`src/sv/gsbm_pkg.sv`:
```
package gsbm_pkg;

    localparam int CELLS   = 64;
    localparam int DATA_W  = 64;
    localparam int WIDTH_W = 7;
    localparam int COORD_W = $clog2(CELLS);
    localparam int CNT_W   = $clog2(CELLS + 1);

    typedef struct packed {
        logic [COORD_W-1:0] col;
        logic [COORD_W-1:0] row;
    } coord_t;

    typedef struct packed {
        logic   found;
        coord_t pos;
    } endpoint_t;

    typedef struct packed {
        endpoint_t a;
        endpoint_t b;
    } hop_t;

    typedef struct packed {
        logic               active;
        logic               x_move;
        logic               x_neg;
        logic               y_move;
        logic               y_neg;
        logic [COORD_W-1:0] xa;
        logic [COORD_W-1:0] ya;
        logic [COORD_W-1:0] n;
    } line_t;

endpackage

```
`src/sv/gsbm_cell.sv`:
```
module gsbm_cell (
    input  logic                         aclk,
    input  logic [gsbm_pkg::WIDTH_W-1:0] w_eff,
    input  logic                         seed,
    input  gsbm_pkg::coord_t             coord_in,
    output gsbm_pkg::coord_t             coord_out,
    input  logic                         load,
    input  logic                         bit_a,
    input  logic                         bit_b,
    input  gsbm_pkg::hop_t               hop_in,
    output gsbm_pkg::hop_t               hop_out,
    input  gsbm_pkg::line_t              line,
    output logic                         between
);
    import gsbm_pkg::*;

    coord_t coord_reg, coord_next;
    logic   bit_a_reg, bit_b_reg;
    hop_t   hop_reg, hop_next;

    logic [WIDTH_W-1:0]      col_p1;
    logic signed [COORD_W:0] dxc, dyc, kx, ky, k, n_s;
    logic                    x_ok, y_ok;

    // advance the coordinate of the previous cell by one position
    always_comb begin
        col_p1 = WIDTH_W'(coord_in.col) + WIDTH_W'(1);
        if (seed) begin
            coord_next = '0;
        end else if (col_p1 >= w_eff) begin
            coord_next.col = '0;
            coord_next.row = coord_in.row + COORD_W'(1);
        end else begin
            coord_next.col = col_p1[COORD_W-1:0];
            coord_next.row = coord_in.row;
        end
    end

    // pass the lowest endpoint seen so far, or claim it here
    always_comb begin
        if (hop_in.a.found) begin
            hop_next.a = hop_in.a;
        end else begin
            hop_next.a.found = bit_a_reg;
            hop_next.a.pos   = coord_reg;
        end
        if (hop_in.b.found) begin
            hop_next.b = hop_in.b;
        end else begin
            hop_next.b.found = bit_b_reg;
            hop_next.b.pos   = coord_reg;
        end
    end

    always_ff @(posedge aclk) begin
        coord_reg <= coord_next;
        hop_reg   <= hop_next;
        if (load) begin
            bit_a_reg <= bit_a;
            bit_b_reg <= bit_b;
        end
    end

    always_comb begin
        dxc = $signed({1'b0, coord_reg.col}) - $signed({1'b0, line.xa});
        dyc = $signed({1'b0, coord_reg.row}) - $signed({1'b0, line.ya});
        kx  = line.x_neg ? -dxc : dxc;
        ky  = line.y_neg ? -dyc : dyc;
        k   = line.x_move ? kx : ky;
        n_s = $signed({1'b0, line.n});
        x_ok = line.x_move ? (kx == k) : (dxc == '0);
        y_ok = line.y_move ? (ky == k) : (dyc == '0);
        between = line.active && x_ok && y_ok && (k > 0) && (k < n_s);
    end

    assign coord_out = coord_reg;
    assign hop_out   = hop_reg;

endmodule

```
`config.mk`:
```
export PLATFORM = sky130hd
export DESIGN_NAME = gsbm_cell
export DESIGN_NICKNAME = d
export VERILOG_FILES = /design/src/sv/gsbm_pkg.sv /design/src/sv/gsbm_cell.sv
export SDC_FILE = /design/constraint.sdc
export NUM_CORES = 1
export LEC_CHECK = 0
export ABC_AREA = 1
export BUFFER_PORTS_ARGS = -buffer_cell sky130_fd_sc_hd__buf_2
export CAP_MARGIN = 10
export CORE_MARGIN = 2
export CORE_UTILIZATION = 50
export DETAILED_ROUTE_END_ITERATION = 12
export GPL_TIMING_DRIVEN = 0
export HOLD_SLACK_MARGIN = 0.1
export PLACE_DENSITY = 0.83
export SLEW_MARGIN = 0
export SYNTH_ARGS = -nofsm -noshare
export SYNTH_HDL_FRONTEND = slang
export SYNTH_SLANG_ARGS = --single-unit
```
`constraint.sdc`:
```
create_clock -name aclk -period 6.3 [get_ports aclk]
set_input_delay 1.575 -clock aclk [delete_from_list [all_inputs] [get_ports aclk]]
set_output_delay 1.575 -clock aclk [all_outputs]
set_load 0.005 [all_outputs]
```
==> out/metrics.yaml <==
setup_tns_ns: 0
rsz0062_at_grt: "no"
die_h_um: 80.5
port_buffers: 110
required_ns: 4.72
finalInstanceArea_sq_um: 3650
clock.fmax_ghz: 0.172
h-tree-depth: 2
post_drt_wl_per_cell_um: 11.5
grt_util_all_layers_pct: 23.6
syn2layout_area_growth_pct: 24.8
fillers: 500
synth.area.mux_share_pct: 0
hold_path.class: "reg2reg"
hold_buffers: 0
place.gp.congestion: 0.871
synth-seq-cells: 40
criticalPathCategory: "in2out"
relSlewSlack_pct: 65.2
worstSkewPairLatency_ns: 0.30
cts_sinks: 40
seqCellArea_sq_um: 821
cts_buffers: 5
synth_nets: 557
cts_tree: "yes"
fin_crit_sh_pct: 92.1
yosysSeqAreaShare_pct: 28.1
antennaDiodeCount: 0
worstMarginPinSlew_ns: 0.521
first_pass_iters: 4
synth.top_cells.by_area: "dfxtp_1 26%, nand2_1 16%, inv_1 12%"
power.leakage_uw: 0.00219
maxSlewViolCount: 0
placementRows: 27
num_vias: 3106
outcome: "completed"
final_common_cell: "nand2_1"
grt_remaining_overflow: 0
grt_pass1_vias: 2834
antenna_found_initial: 0
peakVddDrop_v: 0.000128
internal_power_uw: 468
drt_wl_total_um: 7420
max_stage_delay_ns: 0.44
cts-root-buf: "clkbuf_8"
pwr-share-seq_pct: 39.2
switchingPower_uw: 263
critPathSlowestCell: "fa_1"
yosys.area.top_type: "dfxtp_1"
worstSetupStartpointType: "input pin"
dp_hpwl_um: 6180
synth-compound-area-share_pct: 10.8
finalSetupViolCount: 0
drc: 0
endpoint_kind: "output pin"
start_util_pct: 52.5
core_sq_um: 5570
ant_nets: 0
syn_inst: 454
synth_top_area_share_pct: 26.0
nNetsFinal: 674
dieArea_sq_um: 6480
die_w_um: 80.5
cts_resized: 0
max_cap_violations: 0
grt_pass1_wl_um: 12000
synth-adder-area-share_pct: 13.3
grt_max_degree: 14
p_comb_share_pct: 38.4
largest_reg_flops: 26
synth_cell_type_count: 29
final_cell_mix: "127 x nand2_1, 111 x buf_2, 95 x inv_1"
drive_above_1_share_pct: 25.0
fin_skew_ns: 0.0172
hold_viol: 0
crit_arrival_ns: 4.23
synth_xor_area_share_pct: 1.50
multi_input_area_sq_um: 1690
min_period_ns: 5.80
cts_setup_buffers: 0
path_clk_slew_ns: 0.09
crit_chain: "buf_2, ha_1, inv_1, fa_1, inv_1, ha_1, inv_1, nor2_1, nand2_2, nand2_1, nand2_1, nand3_1, nand2_1, ha_1, nand3_1, nand3b_1, nand2_1, inv_1, nor2_1, nand3_1, a21oi_2, buf_2"
top_level_ports: 112
netlist_area_sq_um: 2930
drt_iter0_drc: 104
swShare_pct: 36.0
yosysWarnings: 0
pwr_density_cell_nw_per_um2: 200
avgViaCountPerCell: 4.82
yosys.area_share.simple_pct: 32.2
cp_max_fo: 3
placed_cell_area_sq_um: 3570
synth_top_family_by_area: "simple AND/OR/NAND/NOR gates"
power_frac_clock_pct: 22.4
avgSynthCellArea_sq_um: 6.44
clockBufferDepth: 2
synthesized netlist by cell type:
cell        n
nand2_1   127
inv_1      95
nand3_1    41
dfxtp_1    38
ha_1       28
o21ai_0    28
nor2_1     23
a21oi_1    15
nand2_2    10
nand4_1     6
clkbuf_1    5
a21oi_2     4
nor3_1      4
xor2_1      4
nor2_2      3
o21a_1      3
buf_6       2
edfxtp_1    2
fa_1        2
inv_2       2
nand3b_1    2
o21ai_1     2
or2_2       2
a21oi_4     1
and3b_1     1
buf_2       1
o21ai_2     1
o221ai_1    1
xnor2_1     1
critical path: cells and delay by family:
kind                       cells  cell delay, ns
AOI/OAI and AO/OA              1            0.10
adders and majority gates      4            1.10
buffers and inverters          6            0.50
and+or+nand+nor               11            0.97
metrics by stage:
| step | util [%] | hold WS, ns | power (uW) | instances | setup WS (ns) |
|---|---|---|---|---|---|
| CTS | 65.5 | 0.434 | 731 | 644 | 0.478 |
| global placement | 64.0 | 0.407 | 559 | 636 | 0.551 |
| global route | 65.5 | 0.464 | 787 | 644 | 0.132 |
| detailed placement | 64.0 | 0.416 | 571 | 636 | 0.495 |
| floorplan | - | 0.404 | 482 | 454 | 0.920 |
| finish | 65.5 | 0.434 | 731 | 644 | 0.498 |
layer usage:
layer  routed length (um)  up-vias  track usage, %
li1                     -     1651               -
met1                 3210     1337            27.9
met2                 3690       99            42.8
met3                  378       19            3.60
met4                  132        0            8.31
met5                    0        -               0
area by class of cell:
class | count | share of cell area [%]
multi-input combinational | 309 | 46.4
sequential | 40 | 22.5
timing repair buffer | 110 | 15.1
inverter | 97 | 9.97
tap | 72 | 2.47
clock buffer | 6 | 1.99
buffer | 8 | 1.27
clock inverter | 2 | 0.343
power groups by stage:
| stage | combinational [uW] | clock (uW) | sequential, uW |
|---|---|---|---|
| after CTS | 281 | 164 | 287 |
| after global routing | 324 | 175 | 288 |
| final | 280 | 164 | 287 |
| after detailed placement | 279 | 0 | 292 |
| after floorplan | 189 | 0 | 293 |
| after global placement | 267 | 0 | 292 |
cell families after synthesis:
family / count (synthesis)
AND/OR/NAND/NOR: 219
buffers and inverters: 105
flip-flops: 40
XOR/XNOR: 5
adder cells (fa/ha/maj): 30
AO/OA/AOI/OAI: 55
final timing paths:
kind | startpoint | end | slack [ns] | depth (start not counted)
setup / recovery | line[12] | between | 0.50 | 22
hold / removal | bit_b_reg$_DFFE_PP_ | hop_out[12]$_SDFF_PP1_ | 0.43 | 1
setup reg to reg | bit_a_reg$_DFFE_PP_ | hop_out[25]$_SDFF_PP1_ | 5.54 | 1
hold reg to reg | bit_b_reg$_DFFE_PP_ | hop_out[12]$_SDFF_PP1_ | 0.43 | 1
Power figures use the tool's default switching activity.
