==> src/sv/gsbm_pkg.sv <==
package gsbm_pkg;

    localparam int CELLS   = 64;
    localparam int DATA_W  = 64;
    localparam int WIDTH_W = 7;
    localparam int COORD_W = $clog2(CELLS);
    localparam int CNT_W   = $clog2(CELLS + 1);

    typedef struct packed {
        logic [COORD_W-1:0] col;
        logic [COORD_W-1:0] row;
    } coord_t;

    typedef struct packed {
        logic   found;
        coord_t pos;
    } endpoint_t;

    typedef struct packed {
        endpoint_t a;
        endpoint_t b;
    } hop_t;

    typedef struct packed {
        logic               active;
        logic               x_move;
        logic               x_neg;
        logic               y_move;
        logic               y_neg;
        logic [COORD_W-1:0] xa;
        logic [COORD_W-1:0] ya;
        logic [COORD_W-1:0] n;
    } line_t;

endpackage

==> src/sv/gsbm_align.sv <==
module gsbm_align (
    input  gsbm_pkg::hop_t  ends,
    output gsbm_pkg::line_t line
);
    import gsbm_pkg::*;

    logic signed [COORD_W:0] dx, dy;
    logic [COORD_W:0]        adx_w, ady_w;
    logic [COORD_W-1:0]      adx, ady;
    logic                    aligned;

    always_comb begin
        dx    = $signed({1'b0, ends.b.pos.col}) - $signed({1'b0, ends.a.pos.col});
        dy    = $signed({1'b0, ends.b.pos.row}) - $signed({1'b0, ends.a.pos.row});
        adx_w = dx[COORD_W] ? -dx : dx;
        ady_w = dy[COORD_W] ? -dy : dy;
        adx   = adx_w[COORD_W-1:0];
        ady   = ady_w[COORD_W-1:0];
        aligned = (adx == '0) || (ady == '0) || (adx == ady);

        line.active = ends.a.found && ends.b.found && aligned;
        line.x_move = (dx != '0);
        line.x_neg  = dx[COORD_W];
        line.y_move = (dy != '0);
        line.y_neg  = dy[COORD_W];
        line.xa     = ends.a.pos.col;
        line.ya     = ends.a.pos.row;
        line.n      = (adx > ady) ? adx : ady;
    end

endmodule

==> config.mk <==
export PLATFORM = sky130hd
export DESIGN_NAME = gsbm_align
export DESIGN_NICKNAME = d
export VERILOG_FILES = /design/src/sv/gsbm_pkg.sv /design/src/sv/gsbm_align.sv
export SDC_FILE = /design/constraint.sdc
export NUM_CORES = 1
export LEC_CHECK = 0
export CORE_MARGIN = 8
export CORE_UTILIZATION = 45
export DETAILED_ROUTE_END_ITERATION = 7
export DONT_BUFFER_PORTS = 1
export MAX_ROUTING_LAYER = met4
export PLACE_DENSITY = 0.69
export SLEW_MARGIN = 10
export SYNTH_ARGS = -nofsm -noshare
export SYNTH_HDL_FRONTEND = slang
export SYNTH_SLANG_ARGS = --single-unit
==> constraint.sdc <==
create_clock -name vclk -period 8.8
set_input_delay 0.88 -clock vclk [all_inputs]
set_output_delay 0.88 -clock vclk [all_outputs]
set_load 0.02 [all_outputs]
==> results of run 1 <==
layer usage:
layer / part of all wire, % / track usage [%]
met2: 46 / 18.85
met5: 0 / -
met1: 47 / 13.64
met3: 7.3 / 2.289
met4: 0 / 0
final timing paths:
check,startpoint,cells past startpoint,endpoint
hold / removal,ends[19],0,line[12]
setup / recovery,ends[0],15,line[0]
kinds of logic after synthesis:
group,count (synthesis),synth area share [%]
buffers and inverters,38,14.59
AO/OA/AOI/OAI,35,22.47
XOR/XNOR,13,10.02
AND/OR/NAND/NOR,48,24.03
multiplexers,8,6.323
adder cells (fa/ha/maj),22,22.57
cells in the final DEF, fill, tap and decap left out, types with 2 or more instances in the layout:
| cell type | instances |
|---|---|
| sky130_fd_sc_hd__nor3_1 | 2 |
| sky130_fd_sc_hd__nand3_1 | 5 |
| sky130_fd_sc_hd__mux2i_1 | 7 |
| sky130_fd_sc_hd__nand2b_1 | 3 |
| sky130_fd_sc_hd__o21ai_1 | 2 |
| sky130_fd_sc_hd__ha_1 | 20 |
| sky130_fd_sc_hd__nand4_1 | 2 |
| sky130_fd_sc_hd__nor3b_2 | 2 |
| sky130_fd_sc_hd__a21o_1 | 2 |
| sky130_fd_sc_hd__a31oi_2 | 2 |
| sky130_fd_sc_hd__nor2_1 | 13 |
| sky130_fd_sc_hd__fa_1 | 2 |
| sky130_fd_sc_hd__xnor2_1 | 7 |
| sky130_fd_sc_hd__o21ai_0 | 4 |
| sky130_fd_sc_hd__a21oi_1 | 10 |
| sky130_fd_sc_hd__nand2_1 | 4 |
| sky130_fd_sc_hd__nor4b_1 | 2 |
| sky130_fd_sc_hd__inv_1 | 24 |
| sky130_fd_sc_hd__xor2_1 | 4 |
stage by stage:
step | std cells | util (%) | area (sq um)
finish | 182 | 45.03 | 1231
CTS | 182 | 45.03 | 1231
detailed placement | 182 | 45.03 | 1231
floorplan | 164 | - | 1286
global route | 182 | 45.03 | 1231
global placement | 182 | 45.03 | 1231
cells in the mapped netlist (2+ instances only):
master / number
sky130_fd_sc_hd__a21o_1: 2
sky130_fd_sc_hd__a21oi_1: 10
sky130_fd_sc_hd__a31oi_2: 2
sky130_fd_sc_hd__buf_4: 12
sky130_fd_sc_hd__fa_1: 2
sky130_fd_sc_hd__ha_1: 20
sky130_fd_sc_hd__inv_1: 24
sky130_fd_sc_hd__mux2i_1: 7
sky130_fd_sc_hd__nand2_1: 4
sky130_fd_sc_hd__nand2b_1: 3
sky130_fd_sc_hd__nand3_1: 5
sky130_fd_sc_hd__nand4_1: 2
sky130_fd_sc_hd__nor2_1: 13
sky130_fd_sc_hd__nor3_1: 2
sky130_fd_sc_hd__nor3b_2: 2
sky130_fd_sc_hd__nor4b_1: 2
sky130_fd_sc_hd__o21ai_0: 4
sky130_fd_sc_hd__o21ai_1: 2
sky130_fd_sc_hd__xnor2_1: 7
sky130_fd_sc_hd__xor2_1: 4
power by group through the flow:
stage | Combinational (mW) | Clock (mW) | Sequential, mW
3_3_place_gp | 0.191 | 0 | 0
4_1_cts | 0.196 | 0 | 0
6_report | 0.194 | 0 | 0
3_5_place_dp | 0.195 | 0 | 0
2_1_floorplan | 0.176 | 0 | 0
5_1_grt | 0.215 | 0 | 0
critical path: stages:
cell and delay (ps):
sky130_fd_sc_hd__inv_1 20, sky130_fd_sc_hd__ha_1 210, sky130_fd_sc_hd__fa_1 420, sky130_fd_sc_hd__nand2b_1 180, sky130_fd_sc_hd__a21oi_2 350, sky130_fd_sc_hd__a31oi_2 310
sky130_fd_sc_hd__nand2b_2 160, sky130_fd_sc_hd__xnor2_1 190, sky130_fd_sc_hd__ha_1 310, sky130_fd_sc_hd__a21o_1 160, sky130_fd_sc_hd__a21oi_1 140, sky130_fd_sc_hd__nor2b_1 60
sky130_fd_sc_hd__o21ai_0 170, sky130_fd_sc_hd__a22o_1 350, sky130_fd_sc_hd__mux2i_1 510
cell type report:
class	instances	area [sq um]	area share, %
inverter	25	93.84	7.622
multi-input combinational	126	1099	89.23
tap	31	38.79	3.150
==> results by group, run 1 <==
Routing
  • DRC marker count from the first detailed-route iteration: 68
  • Vias per cell: 5.879
  • Drt drc: 0
  • Average wire length per cell after detail routing: 14.92 um
  • Total wire length after detailed routing: 2715 um
  • DR vias: 1070
  • Detail Route Antenna Nets: 0
  • Number of iterations in the first detailed-routing pass: 4

Setup path
  • WS Path Type: in2out
  • Required time at the endpoint of the critical path: a little under 8000 ps
  • Type of element capturing the critical path: primary output
  • Critical path fanouts, max: 8
  • CP startpoint kind: input port
  • Data arrival at the endpoint of the critical path: between 4000 and 5000 ps

STA
  • Fmax: 189.4 MHz
  • TNS Setup: 0 ps
  • Crit path time final: 5281 ps
  • Pins Over Slew Limit: 0
  • Final count of negative-setup-slack endpoints: 0
  • Worst hold slack: 1760 ps
  • Fin worst setup slack: 3519 ps
  • RSZ-0062 raised after global routing: false
  • Portion of the clock cycle consumed by the worst path in the final layout: about 60%
  • Relative max-transition margin: between 60% and 70%
  • Final count of hold timing violations: 0
  • Slew at the pin closest to its max-slew limit: about 570 ps

GRT
  • All-Layer GR Usage: 11.00%
  • Number of global-route vias before repair: roughly 1100
  • Wire length of the first global-routing pass: ~4700 um
  • Number of antenna violations at the first check in global routing: 0
  • Maximum number of pins on one net before global-route repair: 9
  • Remaining global-route overflow: 0

Pwr
  • Cell internal pwr: roughly 70 uW
  • Switching fraction of total power: a little over three fifths
  • Switching power: about 120 uW
  • Power per Cell Area: 157.3 mW/mm^2
  • Worst voltage drop across the vdd grid: 0.1473 mV
  • Relative contribution of the clock network to total power: 0%
  • Total chip power: between 150 and 200 uW
  • Combinational group share of total power: 100.0%
  • Sequential power share: 0%
  • Static Leakage: 0.6060 nW

Floorplanning
  • Total core area: approximately 0.0027 sq mm
  • Horiz. Die Dim: 69.47 um
  • Initial Util: 47.05%
  • Vertical die dimension: between 60 and 70 um
  • I/O pin total: a little under 50
  • FP Rows: 19
  • Total Die Area: ~0.0048 sq mm

Place
  • Weighted congestion at the end of routability-driven global placement: between 0.8 and 0.9
  • Port Buffers: 0
  • Post-place setup slack: ~3500 ps
  • HPWL after detailed placement: 2469 um

Logic synthesis
  • Synthesized area divided by synthesized cell count: slightly below 8 sq um
  • Number of synthesis warnings: 0
  • Biggest area contributors in the synthesized netlist: sky130_fd_sc_hd__ha_1 (19%), sky130_fd_sc_hd__buf_4 (7.0%), sky130_fd_sc_hd__inv_1 (7.0%), sky130_fd_sc_hd__mux2i_1 (5.4%), sky130_fd_sc_hd__xnor2_1 (4.8%)
  • Top-area cell type share of the netlist area: between 10% and 20%
  • Number of distinct library cell variants in the gate-level netlist after synthesis: between 50 and 60
  • Leading area contributor after synthesis: sky130_fd_sc_hd__ha_1
  • Synthesized netlist cell count: 164
  • Register area share after synthesis: 0%
  • Mapped cell area: 0.001286 sq mm
  • Number of nets produced by synthesis: between 200 and 250

Final layout
  • Seq Cell Count: 0
  • Diodes inserted: 0
  • Sequential standard cell area: 0 sq um
  • Nets@finish: 201
  • Fraction of layout cells with a size suffix above 1: 14.57%
  • Signed area change from the synthesized netlist to the final layout: -4.280%
  • Layout clock buffers: 0
  • Final-layout fill cell count: 281

Clock network
  • Number of hold buffers added after CTS: 0
  • Buffers inserted by post-CTS timing repair: 0
  • Post-cts gate resize count: 0

Run status
  • Result of the run: finished, final reports clean

Worst hold path
  • Tightest Hold Check Type: in2out

Job
  • Number of max-cap violations: 0
No activity file was read; power rests on OpenSTA's default activity.
==> run 2: changes to the inputs <==
--- a/config.mk
+++ b/config.mk
@@ -5,6 +5,7 @@
 export SDC_FILE = /design/constraint.sdc
 export NUM_CORES = 1
 export LEC_CHECK = 0
+export ABC_AREA = 1
 export CORE_MARGIN = 8
 export CORE_UTILIZATION = 45
 export DETAILED_ROUTE_END_ITERATION = 7
==> constraint.sdc (replaced) <==
create_clock -name vclk -period 4.9
set_input_delay 0.49 -clock vclk [all_inputs]
set_output_delay 0.49 -clock vclk [all_outputs]
set_load 0.02 [all_outputs]
==> run 2 against run 1 <==
Compared with the run above:
- core utilization increased by 0.42 points
- total power increased by 64%
- worst setup slack got worse by 2700 ps
- via count increased by 23%
- die area increased by 7.7%
- count of clock-buffer cells in the layout unchanged
- hold slack got worse by 780 ps
- routed wire length increased by 6.2%
- final area increased by 12%
- critical path depth increased by 1
- non-clock buffer count unchanged
- first-iteration DRC count decreased by 25%
- critical path type unchanged
- critical endpoint is now line[5]
==> results by group, run 2 <==
Logic synthesis
  • Register area share after synthesis: 0% (unchanged)
  • Leading area contributor after synthesis: sky130_fd_sc_hd__nand2_1
  • Biggest area contributors in the synthesized netlist: sky130_fd_sc_hd__nand2_1 (19%), sky130_fd_sc_hd__ha_1 (18%), sky130_fd_sc_hd__inv_1 (14%), sky130_fd_sc_hd__nand3_1 (8.1%), sky130_fd_sc_hd__buf_4 (6.4%)
  • Synthesized netlist cell count: 258 (+57%)
  • Synthesized area divided by synthesized cell count: 5.490 sq um (-30%)
  • Ranking of synthesized cells by instance count: sky130_fd_sc_hd__nand2_1 (73), sky130_fd_sc_hd__inv_1 (53), sky130_fd_sc_hd__nand3_1 (23)
  • Number of nets produced by synthesis: 306 (+44%)
  • Number of synthesis warnings: 0 (unchanged)
  • Number of distinct library cell variants in the gate-level netlist after synthesis: 24 (-56%)
  • Mapped cell area: 0.001416 sq mm (+10%)
  • Cell with the most instances after synthesis: sky130_fd_sc_hd__nand2_1
  • Top-area cell type share of the netlist area: 19.35% (-0.11 points)

Final layout
  • Signed area change from the synthesized netlist to the final layout: -2.827%
  • Layout clock buffers: 0 (unchanged)
  • Sequential standard cell area: 0 sq um (unchanged)
  • Nets@finish: 295 (+47%)
  • Seq Cell Count: 0 (unchanged)
  • Final-layout fill cell count: 342 (+22%)
  • Diodes inserted: 0 (unchanged)
  • Most frequent cells in the layout: sky130_fd_sc_hd__nand2_1 (73), sky130_fd_sc_hd__inv_1 (53), sky130_fd_sc_hd__nand3_1 (23), sky130_fd_sc_hd__ha_1 (20), sky130_fd_sc_hd__nand2_2 (14)
  • Most common cell after layout, fill and taps aside: sky130_fd_sc_hd__nand2_1
  • Finished Layout Cells: 289 (+59%)
  • Fraction of layout cells with a size suffix above 1: 16.33% (+1.8 points)

GRT
  • M2 GR Usage: 18.76% (-0.096 points)
  • Wire length of the first global-routing pass: 5133 um (+9.3%)
  • Number of global-route vias before repair: 1249 (+15%)
  • Remaining global-route overflow: 0 (unchanged)
  • Maximum number of pins on one net before global-route repair: 10 (+1)
  • All-Layer GR Usage: 11.39% (+0.39 points)
  • Met1 usage in global routing: 15.62% (+2.0 points)
  • Met3 global-route usage: 0.6887% (-1.6 points)
  • Top Usage Layer GRT: met2
  • Number of antenna violations at the first check in global routing: 0 (unchanged)

STA
  • TNS Setup: 0 ps (unchanged)
  • Slew at the pin closest to its max-slew limit: 793.6 ps (+225.7 ps)
  • Portion of the clock cycle consumed by the worst path in the final layout: just over 80%
  • Crit path time final: about 4100 ps
  • RSZ-0062 raised after global routing: false
  • Final count of negative-setup-slack endpoints: 0 (unchanged)
  • Pins Over Slew Limit: 0 (unchanged)
  • Relative max-transition margin: 46.53% (-15 points)
  • Fmax: 246.6 MHz
  • Final count of hold timing violations: 0 (unchanged)

Clock network
  • Post-cts gate resize count: 0 (unchanged)
  • Buffers inserted by post-CTS timing repair: 0 (unchanged)
  • Number of hold buffers added after CTS: 0 (unchanged)

Job
  • Number of max-cap violations: 0 (unchanged)

Setup path
  • Buf+Inv Stages, Crit Path: 3 (+2)
  • Top delay family on crit path: adder cells
  • Type of element capturing the critical path: primary output
  • Required time at the endpoint of the critical path: 4410 ps (-3510 ps)
  • Cell at the slowest stage of the critical path: sky130_fd_sc_hd__fa_1
  • Series of cell instances along the critical path: inv_1, ha_1, fa_1, ha_1, a21boi_1, nand3_1, nand3_2, nand2_2, ha_1, nand4_1, inv_1, o21ai_0, o211ai_1, and2_1, inv_1, o21ai_0
  • Critical path fanouts, max: 9 (+1)
  • CP startpoint kind: input port
  • WS Path Type: in2out
  • Maximum single-stage delay on the critical path: 560 ps (+50 ps)
  • Data arrival at the endpoint of the critical path: 3570 ps (-830 ps)

Routing
  • Number of iterations in the first detailed-routing pass: 4 (unchanged)
  • DRC marker count from the first detailed-route iteration: 51 (-25%)
  • Drt drc: 0 (unchanged)
  • Average wire length per cell after detail routing: 9.976 um (-33%)
  • DR vias: 1314 (+23%)
  • Total wire length after detailed routing: 2883 um (+6.2%)
  • Vias per cell: 4.547 (-23%)
  • Detail Route Antenna Nets: 0 (unchanged)

Pwr
  • Power per Cell Area: 231.0 mW/mm^2 (+47%)
  • Static Leakage: 0.8914 nW (+47%)
  • Worst voltage drop across the vdd grid: 0.08639 mV (-41%)

Floorplanning
  • Horiz. Die Dim: 72.10 um (+3.8%)
  • Initial Util: 46.78% (-0.27 points)
  • Total core area: 0.003028 sq mm (+11%)
  • I/O pin total: 49 (unchanged)
  • Total Die Area: 0.005198 sq mm (+7.7%)
  • Vertical die dimension: 72.10 um (+3.8%)
  • FP Rows: 20 (+1)

Place
  • Number of cells after detailed placement: 289 (+59%)
  • Weighted congestion at the end of routability-driven global placement: 0.8288 (-5.6%)
  • Port Buffers: 0 (unchanged)
  • HPWL after detailed placement: 2655 um (+7.5%)

Worst hold path
  • Tightest Hold Check Type: in2out

Run status
  • Result of the run: finished, final reports clean
[run 2: final timing paths]
kind        to     start  cells after the start
max    line[5]   ends[0]                     16
min   line[17]  ends[24]                      0
[run 2: where the power goes]
part | switching, mW | internal (mW)
sequential | 0 | 0
combinational | 0.221 | 0.0971
clock | 0 | 0
total | 0.221 | 0.0971
[run 2: per-stage QoR]
| stage | power (mW) | utilization [%] | area, sq um | setup WS [ps] | hold WS, ps |
|---|---|---|---|---|---|
| CTS | 0.3213 | 45.45 | 1376 | 854.8 | 980.2 |
| floorplan | 0.2884 | - | 1416 | 1176 | 1093 |
| global route | 0.3616 | 45.45 | 1376 | 531.1 | 980.0 |
| global placement | 0.3165 | 45.45 | 1376 | 921.8 | 980.2 |
| detailed placement | 0.3196 | 45.45 | 1376 | 853.8 | 980.2 |
| finish | 0.3180 | 45.45 | 1376 | 844.9 | 980.0 |
[run 2: final cells by class]
type	count	area, sq um	area share [%]
multi-input combinational	181	1081	78.55
inverter	64	240.2	17.45
tap	44	55.05	4.000
[run 2: cells by family after synthesis]
group | synth area share, %
and+or+nand+nor | 48.67
AOI/OAI and AO/OA | 6.537
buffers and inverters | 23.67
xor gates and xnor gates | 0.6185
adders and majority gates | 20.49
[run 2: per-layer routing]
layer,share of wire [%],wire length [um],vias up
met2,43,1232,28
met3,5.3,153,0
met4,0,0,0
met1,52,1496,531
met5,0,0,-
li1,-,-,755
==> run 3: changes to the inputs <==
==> constraint.sdc (replaced) <==
create_clock -name vclk -period 4.05
set_input_delay 0.405 -clock vclk [all_inputs]
set_output_delay 0.405 -clock vclk [all_outputs]
set_load 0.02 [all_outputs]
==> run 3 against run 2 <==
Compared with the run above:
- sequential share of layout area stayed put
- largest power group unchanged
- sequential cell count stayed put
- first-iteration DRC count increased by 12%
- critical endpoint is now line[0]
- global-route usage up 0.27 points
- highest routed layer is now met4
==> results by group, run 3 (same netlist as run 2, synthesis figures left out) <==
Setup path
  • Worst setup path start: ends[0]
  • Series of cell instances along the critical path: inv_1, ha_1, fa_1, ha_1, a21boi_1, nand3_1, nand3_2, nand2_2, ha_1, nand4_1, inv_1, o21ai_0, o211ai_1, and2_2, inv_1, o21ai_0, buf_4
  • Buf+Inv Stages, Crit Path: 4 (+1)
  • CP startpoint kind: input port
  • Required time at the endpoint of the critical path: 3640 ps (-770 ps)
  • Cell at the slowest stage of the critical path: sky130_fd_sc_hd__fa_1
  • WS Path Type: in2out
  • Number of logic stages on the critical path including buffering: 17 (+1)
  • Maximum single-stage delay on the critical path: 550 ps (about the same)
  • Type of element capturing the critical path: primary output
  • Top delay family on crit path: adder cells
  • Critical path fanouts, max: 9 (unchanged)
  • Data arrival at the endpoint of the critical path: 3180 ps (-390 ps)

Floorplanning
  • Initial Util: 46.78% (unchanged)
  • Horiz. Die Dim: 72.10 um (unchanged)
  • Total Die Area: 0.005198 sq mm (unchanged)
  • FP Rows: 20 (unchanged)
  • I/O pin total: 49 (unchanged)
  • Vertical die dimension: 72.10 um (unchanged)
  • Total core area: 0.003028 sq mm (unchanged)

Final layout
  • Fraction of layout cells with a size suffix above 1: 18.73% (+2.4 points)
  • Seq Cell Count: 0 (unchanged)
  • Fraction of the core area covered by cells at the end of the flow: 46.98% (+1.5 points)
  • Sequential standard cell area: 0 sq um (unchanged)
  • Signed area change from the synthesized netlist to the final layout: 0.4414%
  • Most frequent cells in the layout: sky130_fd_sc_hd__nand2_1 (73), sky130_fd_sc_hd__inv_1 (53), sky130_fd_sc_hd__nand3_1 (23), sky130_fd_sc_hd__ha_1 (20), sky130_fd_sc_hd__nand2_2 (14)
  • Final-layout fill cell count: 362 (+5.8%)
  • Most common cell after layout, fill and taps aside: sky130_fd_sc_hd__nand2_1
  • Layout clock buffers: 0 (unchanged)
  • Nets@finish: 301 (+2.0%)
  • Multi-input logic area: 0.001082 sq mm (+0.12%)
  • Diodes inserted: 0 (unchanged)

Routing
  • Drt drc: 0 (unchanged)
  • Number of iterations in the first detailed-routing pass: 4 (unchanged)
  • Total wire length after detailed routing: 2818 um (-2.3%)
  • Detail Route Antenna Nets: 0 (unchanged)
  • Average wire length per cell after detail routing: 9.553 um (-4.2%)
  • Vias per cell: 4.651 (+2.3%)
  • DRC marker count from the first detailed-route iteration: 57 (+12%)
  • DR vias: 1372 (+4.4%)

GRT
  • Number of global-route vias before repair: 1313 (+5.1%)
  • M2 GR Usage: 19.86% (+1.1 points)
  • Number of antenna violations at the first check in global routing: 0 (unchanged)
  • Remaining global-route overflow: 0 (unchanged)
  • All-Layer GR Usage: 11.66% (+0.27 points)
  • Top Usage Layer GRT: met2
  • Maximum number of pins on one net before global-route repair: 10 (unchanged)
  • Met1 usage in global routing: 15.47% (-0.15 points)
  • Wire length of the first global-routing pass: 5285 um (+3.0%)
  • Met3 global-route usage: 0.4132% (-0.28 points)

STA
  • RSZ-0062 raised after global routing: false
  • Final count of negative-setup-slack endpoints: 0 (unchanged)
  • Slew at the pin closest to its max-slew limit: 310.5 ps (-483.1 ps)
  • Pins Over Slew Limit: 0 (unchanged)
  • Crit path time final: 3586 ps
  • Final count of hold timing violations: 0 (unchanged)
  • TNS Setup: 0 ps (unchanged)
  • Fmax: 278.8 MHz
  • Worst hold slack: 810.0 ps (-170.0 ps)
  • Portion of the clock cycle consumed by the worst path in the final layout: between 80 and 90%
  • Relative max-transition margin: 79.28% (+33 points)

Clock network
  • Buffers inserted by post-CTS timing repair: 0 (unchanged)

Run status
  • Result of the run: finished, final reports clean

Worst hold path
  • Tightest Hold Check Type: in2out
  • Instance count along the most critical hold path: 0 (unchanged)
  • Hold Path Origin: ends[17]

Pwr
  • Worst voltage drop across the vdd grid: 0.1100 mV (+27%)
  • Power per Cell Area: 310.4 mW/mm^2 (+34%)
  • Static Leakage: 0.9212 nW (+3.3%)

Job
  • Number of max-cap violations: 0 (unchanged)

Place
  • Port Buffers: 0 (unchanged)
  • HPWL after detailed placement: 2629 um (-0.97%)
  • Weighted congestion at the end of routability-driven global placement: 0.8253 (-0.42%)
[run 3: per-stage QoR]
stage	cell area [sq um]	power, mW	setup slack [ps]	instances
3_3_place_gp	1421	0.4394	451.1	295
6_report	1423	0.4416	463.8	295
5_1_grt	1423	0.5037	81.83	295
4_1_cts	1421	0.4467	357.3	295
3_5_place_dp	1421	0.4459	347.7	295
2_1_floorplan	1416	0.3490	496.0	258
[run 3: repair_timing]
action / 4_1_cts / 5_1_grt
setup endpoints to repair: 0 / 1
gates resized for setup: 0 / 1
hold buffers: 0 / 0
[run 3: worst paths after layout]
kind	to	slack, ps
worst max-delay path	line[0]	460
worst min-delay path	line[10]	810
[run 3: cell type report]
cell class	count	area share [%]
multi-input cells	181	76.08
inverters	64	16.89
repair buffers	6	3.166
well taps	44	3.870
[run 3: per-layer routing]
metal	share of wire (%)	wire (um)
met3	3.9	111
met1	52	1458
met5	0	0
met2	44	1232
met4	0.53	15
[run 3: where the power goes]
group          leakage [nW]  switching, mW  internal, mW
sequential                0              0             0
combinational         0.921          0.274         0.168
clock                     0              0             0
